--- src/sv/min_priority_queue_unit_macros.svh ---
// Assertion macros for the priority queue unit.
// Each macro expects clk and rst_n in scope.
`ifndef MIN_PRIORITY_QUEUE_UNIT_MACROS_SVH
`define MIN_PRIORITY_QUEUE_UNIT_MACROS_SVH

// Consequent checked in the same cycle as the antecedent
`define MPQ_CHECK_NOW(lbl, ante, cons) \
    lbl: assert property (@(posedge clk) disable iff (!rst_n) (ante) |-> (cons)) \
        else $error("priority queue check failed");

// Consequent checked in the cycle after the antecedent
`define MPQ_CHECK_NEXT(lbl, ante, cons) \
    lbl: assert property (@(posedge clk) disable iff (!rst_n) (ante) |=> (cons)) \
        else $error("priority queue check failed");

`endif

--- src/sv/mpq_pkg.sv ---
`timescale 1ns / 1ps

package mpq_pkg;

    localparam int CAPACITY = 16;
    localparam int COUNT_W  = $clog2(CAPACITY + 1);
    localparam int KEY_W    = 32;
    localparam int OCC_W    = 5;
    localparam int STATUS_W = 2;

    // Commands
    localparam logic CMD_ENQ = 1'b0;
    localparam logic CMD_DEQ = 1'b1;

    // Result status codes
    localparam logic [STATUS_W-1:0] ST_OK    = 2'd0;
    localparam logic [STATUS_W-1:0] ST_EMPTY = 2'd1;
    localparam logic [STATUS_W-1:0] ST_FULL  = 2'd2;

    typedef struct packed {
        logic                    cmd;
        logic signed [KEY_W-1:0] key;
    } mpq_req_t;

    typedef struct packed {
        logic signed [KEY_W-1:0] removed_key;
        logic [STATUS_W-1:0]     status;
        logic [OCC_W-1:0]        occupancy;
    } mpq_rsp_t;

    // Operation broadcast to every cell
    typedef struct packed {
        logic                    enq;
        logic                    deq;
        logic signed [KEY_W-1:0] key;
    } mpq_op_t;

    // What a cell hands to its right neighbor
    typedef struct packed {
        logic signed [KEY_W-1:0] key;
        logic                    greater;
    } mpq_link_t;

endpackage

--- src/sv/mpq_cell.sv ---
`timescale 1ns / 1ps

module mpq_cell
    import mpq_pkg::*;
(
    input  logic                    clk,
    input  mpq_op_t                 op,
    input  logic                    occupied,
    input  mpq_link_t               left,
    input  logic signed [KEY_W-1:0] right_key,
    output mpq_link_t               link
);

    logic signed [KEY_W-1:0] key_reg;
    logic signed [KEY_W-1:0] key_next;
    logic                    greater;

    // An empty cell counts as greater, so the insert lands after all held keys
    assign greater = !occupied || (key_reg > op.key);

    always_comb
    begin
        key_next = key_reg;
        if (op.enq)
        begin
            priority if (greater && left.greater)
            begin
                key_next = left.key;
            end
            else if (greater)
            begin
                key_next = op.key;
            end
            else
            begin
                // key sorts before the new one: hold
                key_next = key_reg;
            end
        end
        else if (op.deq)
        begin
            key_next = right_key;
        end
    end

    always_ff @(posedge clk)
    begin
        key_reg <= key_next;
    end

    assign link.key     = key_reg;
    assign link.greater = greater;

endmodule

--- src/sv/min_priority_queue_unit.sv ---
`timescale 1ns / 1ps
// Minimum priority queue of up to CAPACITY signed 32-bit keys, kept sorted.
// Request channel: req_valid / req_stall / req. cmd selects enqueue or
// dequeue of the smallest key; key is ignored on dequeue.
// Response channel: rsp_valid / rsp_stall / rsp. Each request gives one
// response with the removed key (zero unless a dequeue succeeded), a status
// (ok, empty on dequeue, full on enqueue) and the occupancy after it.
// Keys live in a row of cells; every cell compares its key with the new key
// at once and either holds, takes its left neighbor, takes the new key or
// takes its right neighbor.
// The response is registered and appears in the cycle after accept.
// One request is accepted per cycle while responses are taken.
// Equal keys leave in arrival order. A full enqueue drops the key.
// Reset empties the queue (count only; cell contents are not cleared) and
// drops any pending response. While rsp_stall holds a response, req_stall
// is raised and the queue state does not change.
`include "min_priority_queue_unit_macros.svh"

module min_priority_queue_unit
    import mpq_pkg::*;
(
    input  logic     clk,
    input  logic     rst_n,
    input  logic     req_valid,
    output logic     req_stall,
    input  mpq_req_t req,
    output logic     rsp_valid,
    input  logic     rsp_stall,
    output mpq_rsp_t rsp
);

    logic [COUNT_W-1:0] count_reg;
    logic [COUNT_W-1:0] count_next;
    logic               rsp_valid_reg;
    mpq_rsp_t           rsp_reg;
    mpq_rsp_t           rsp_next;

    logic               req_fire;
    logic               full;
    logic               empty;
    mpq_op_t            op;

    mpq_link_t               links [CAPACITY];
    logic [CAPACITY-1:0]     occupied;

    // Handshake: accept when the output register is free or being drained
    assign req_stall = rsp_valid_reg && rsp_stall;
    assign req_fire  = req_valid && !req_stall;

    assign full  = (count_reg == COUNT_W'(CAPACITY));
    assign empty = (count_reg == '0);

    assign op.enq = req_fire && (req.cmd == CMD_ENQ) && !full;
    assign op.deq = req_fire && (req.cmd == CMD_DEQ) && !empty;
    assign op.key = req.key;

    // Row of cells
    for (genvar i = 0; i < CAPACITY; i++)
    begin : g_cell
        mpq_link_t               left_in;
        logic signed [KEY_W-1:0] right_in;

        assign occupied[i] = (COUNT_W'(i) < count_reg);

        if (i == 0)
        begin : g_first
            assign left_in = '{key: '0, greater: 1'b0};
        end
        else
        begin : g_mid
            assign left_in = links[i-1];
        end

        if (i == CAPACITY - 1)
        begin : g_last
            assign right_in = links[i].key;
        end
        else
        begin : g_inner
            assign right_in = links[i+1].key;
        end

        mpq_cell u_cell (
            .clk       (clk),
            .op        (op),
            .occupied  (occupied[i]),
            .left      (left_in),
            .right_key (right_in),
            .link      (links[i])
        );
    end

    // Count and response
    always_comb
    begin
        count_next = count_reg;
        rsp_next   = rsp_reg;
        if (req_fire)
        begin
            rsp_next.removed_key = '0;
            rsp_next.status      = ST_OK;
            unique case (req.cmd)
                CMD_ENQ:
                begin
                    if (full)
                    begin
                        rsp_next.status = ST_FULL;
                    end
                    else
                    begin
                        count_next = count_reg + COUNT_W'(1);
                    end
                end
                CMD_DEQ:
                begin
                    if (empty)
                    begin
                        rsp_next.status = ST_EMPTY;
                    end
                    else
                    begin
                        rsp_next.removed_key = links[0].key;
                        count_next = count_reg - COUNT_W'(1);
                    end
                end
                default:
                begin
                    rsp_next.status = ST_OK;
                end
            endcase
            rsp_next.occupancy = OCC_W'(count_next);
        end
    end

    always_ff @(posedge clk or negedge rst_n)
    begin
        if (!rst_n)
        begin
            count_reg     <= '0;
            rsp_valid_reg <= 1'b0;
        end
        else
        begin
            count_reg <= count_next;
            if (req_fire)
            begin
                rsp_valid_reg <= 1'b1;
            end
            else if (!rsp_stall)
            begin
                rsp_valid_reg <= 1'b0;
            end
        end
    end

    always_ff @(posedge clk)
    begin
        rsp_reg <= rsp_next;
    end

    assign rsp_valid = rsp_valid_reg;
    assign rsp       = rsp_reg;

    // Checks
    `MPQ_CHECK_NOW(a_count_bound, 1'b1, count_reg <= COUNT_W'(CAPACITY))
    `MPQ_CHECK_NEXT(a_fire_gives_rsp, req_fire, rsp_valid_reg)
    `MPQ_CHECK_NEXT(a_full_keeps_count, req_fire && req.cmd == CMD_ENQ && full, $stable(count_reg))
    `MPQ_CHECK_NOW(a_front_sorted, count_reg >= COUNT_W'(2), links[0].key <= links[1].key)

endmodule
--- config.mk ---
export PLATFORM = sky130hd
export DESIGN_NAME = min_priority_queue_unit
export DESIGN_NICKNAME = d
export VERILOG_FILES = /design/src/sv/mpq_pkg.sv /design/src/sv/mpq_cell.sv /design/src/sv/min_priority_queue_unit.sv
export VERILOG_INCLUDE_DIRS = /design/src /design/src/sv
export SDC_FILE = /design/constraint.sdc
export NUM_CORES = 2
export LEC_CHECK = 0
export ABC_AREA = 1
export BUFFER_PORTS_ARGS = -buffer_cell sky130_fd_sc_hd__buf_2
export CAP_MARGIN = 20
export CORE_UTILIZATION = 65
export CTS_CLUSTER_DIAMETER = 30
export DETAILED_ROUTE_END_ITERATION = 10
export PLACE_DENSITY = 0.81
export SYNTH_ARGS = -nofsm -noshare
export SYNTH_HDL_FRONTEND = slang
export SYNTH_HIERARCHICAL = 1
export SYNTH_SLANG_ARGS = --single-unit
--- constraint.sdc ---
create_clock -name clk -period 6.3 [get_ports clk]
set_input_delay 0.63 -clock clk [delete_from_list [all_inputs] [get_ports clk]]
set_output_delay 0.63 -clock clk [all_outputs]
set_load 0.01 [all_outputs]
==> results.yml <==
run_status:
  outcome: "finished clean"
worst_setup_path:
  critPathMaxFanout: 42
  cp-start-kind: "flip-flop"
  worstSetupEndpointType: "flip-flop"
  cp.required_ns: 6.75
  r2r_slack_ns: 2.07
  critPathKind: "flip-flop to flip-flop"
  worstPathArrival_ns: 4.68
cells_and_area:
  nFillCells: 5393
  drive_above_1_share: 0.0655
  area_growth_pct: 12.2
  nets: 7091
  largest_reg_flops: 512
  seqCellArea_mm2: 0.0167
  stdcell_count: 7607
  multi_input_area_mm2: 0.0240
yosys:
  syn_avg_cell_area_um2: 7.16
  syn-cell-area_mm2: 0.0468
  synth_warnings: 6
  synthCells: 6542
power_and_ir_drop:
  p_leak_uw: 0.0285
  p_per_area_mw_per_mm2: 403
  total_power_uw: 21200
  ir_drop_mv: 0.304
floorplanning:
  die_area_mm2: 0.0731
  ios: 78
  coreArea_mm2: 0.0714
  rows: 98
  initial_core_util: 0.656
  fp.dieH_um: 270
  die-width_um: 270
route:
  drtAntennaViolNets: 0
  drt_wl_total_um: 148000
  vias: 44700
  route.detailed.drc: 0
  wl_per_cell_um: 19.4
  dr.pass1.iters: 9
  vias_per_cell: 5.87
  drtIter0Drc: 4961
sta:
  maxSlewHeadroom: 0.253
  finClkSkew_ns: 0.0275
  post-route-period-util: 0.671
  hold_viol: 0
  setup_violations: 0
  worst_slack_ns: 2.07
  period_needed_ns: 4.23
  max_slew.worst_pin.slew_ns: 1.12
  slew_viol_final: 0
  rsz0062_at_grt: "no"
  fmax_mhz: 237
  tns_ns: 0
placement:
  gp_congestion: 0.925
  place_inst: 7322
  place_ws_ns: 2.03
  portBuffers: 77
  hpwl_um: 98500
clock_network:
  clk_pin_slew_worst_paths_ns: 0.04
  clkSinkCount: 557
  root_buffer: "clkbuf_16"
  cts_made_buffers: 146
  htreeDepth: 4
  clockBufferDepth: 3
  clkLatencyLatePin_ns: 0.74
  cts_tree: "yes"
grt:
  grt_usage: 0.399
  overflow: 0
  grt_pass1_wl_um: 230000
  grt_pass1_vias: 44000
  antenna_found_initial: 3
  grt_max_degree: 146
run:
  maxCapViolCount: 0
min_path:
  hold_path_class: "input pin to flip-flop"
==> cell usage in the layout, fill, tap and decap left out, drive strengths merged, types with 2 or more instances in the layout <==
| master | count |
|---|---|
| clkinv | 55 |
| o21ai | 37 |
| nor3b | 16 |
| edfxtp | 551 |
| nand3 | 1099 |
| nor3 | 2 |
| nand4 | 34 |
| a21oi | 208 |
| nor2 | 219 |
| dfrtp | 6 |
| buf | 109 |
| clkbuf | 163 |
| clkinvlp | 17 |
| ha | 516 |
| diode | 2 |
| a31oi | 17 |
| nand2 | 2241 |
| o21a | 16 |
| inv | 1273 |
| a21o | 16 |
| conb | 33 |
| bufinv | 22 |
==> worst max-delay path: stages (launching register included) <==
cell	delay, ns
dfrtp_1	0.51
inv_1	0.22
ha_1	0.28
nand2_1	0.07
inv_1	0.05
nand2_1	0.15
nand2_1	0.20
nor2_4	0.49
buf_4	0.48
buf_4	0.53
inv_1	0.61
nand2_1	0.22
nand2_1	0.09
==> per-layer routing <==
metal,share of wire,up-vias,GRT usage
li1,-,20800,-
met1,0.37,20500,0.472
met2,0.46,2582,0.644
met3,0.10,726,0.0911
met4,0.073,4,0.273
met5,0.00016,-,0
==> stage by stage <==
step / cell area (µm²) / hold WS, ns / util
2_1_floorplan: 46900 / 0.334 / -
3_3_place_gp: 47100 / 0.463 / 0.660
3_5_place_dp: 47200 / 0.480 / 0.661
4_1_cts: 52100 / 0.118 / 0.730
5_1_grt: 52500 / 0.159 / 0.736
6_report: 52500 / 0.126 / 0.736
==> path summary, 6_finish.rpt <==
| check | from | endpoint | depth (start not counted) |
|---|---|---|---|
| worst min-delay path | rsp_stall | rsp_valid | 3 |
| worst max-delay path | count_reg[0] | g_cell[5].u_cell/key_reg[12] | 12 |
| worst min register to register | rsp_valid | rsp_valid | 2 |
| worst max register to register | count_reg[0] | g_cell[5].u_cell/key_reg[12] | 12 |
| min in group asynchronous | rst_n | count_reg[3] | 2 |
| max in group asynchronous | rst_n | count_reg[0] | 2 |
==> cell type report <==
cell class,instances,area share
inverter,1264,0.0903
clock inverter,103,0.0223
antenna,2,0.0000953
tap,950,0.0226
multi-input combinational,4458,0.456
sequential,557,0.318
clock buffer,162,0.0715
timing repair buffer,111,0.0191
==> where the power goes <==
part	internal (µW)	switching (µW)	total (µW)	leakage, µW
Sequential	5150	754	5910	0.00530
Combinational	2290	5450	7740	0.0208
Clock	5160	2390	7550	0.00236
==> timing repair <==
item | in CTS | in global routing
buffers inserted | 0 | 0
endpoints found under the hold margin | 6 | 0
gates resized for setup | 0 | 0
setup endpoints to repair | 0 | 0
hold buffers | 1 | 0
Note: power is estimated with default switching activity, not from simulation.
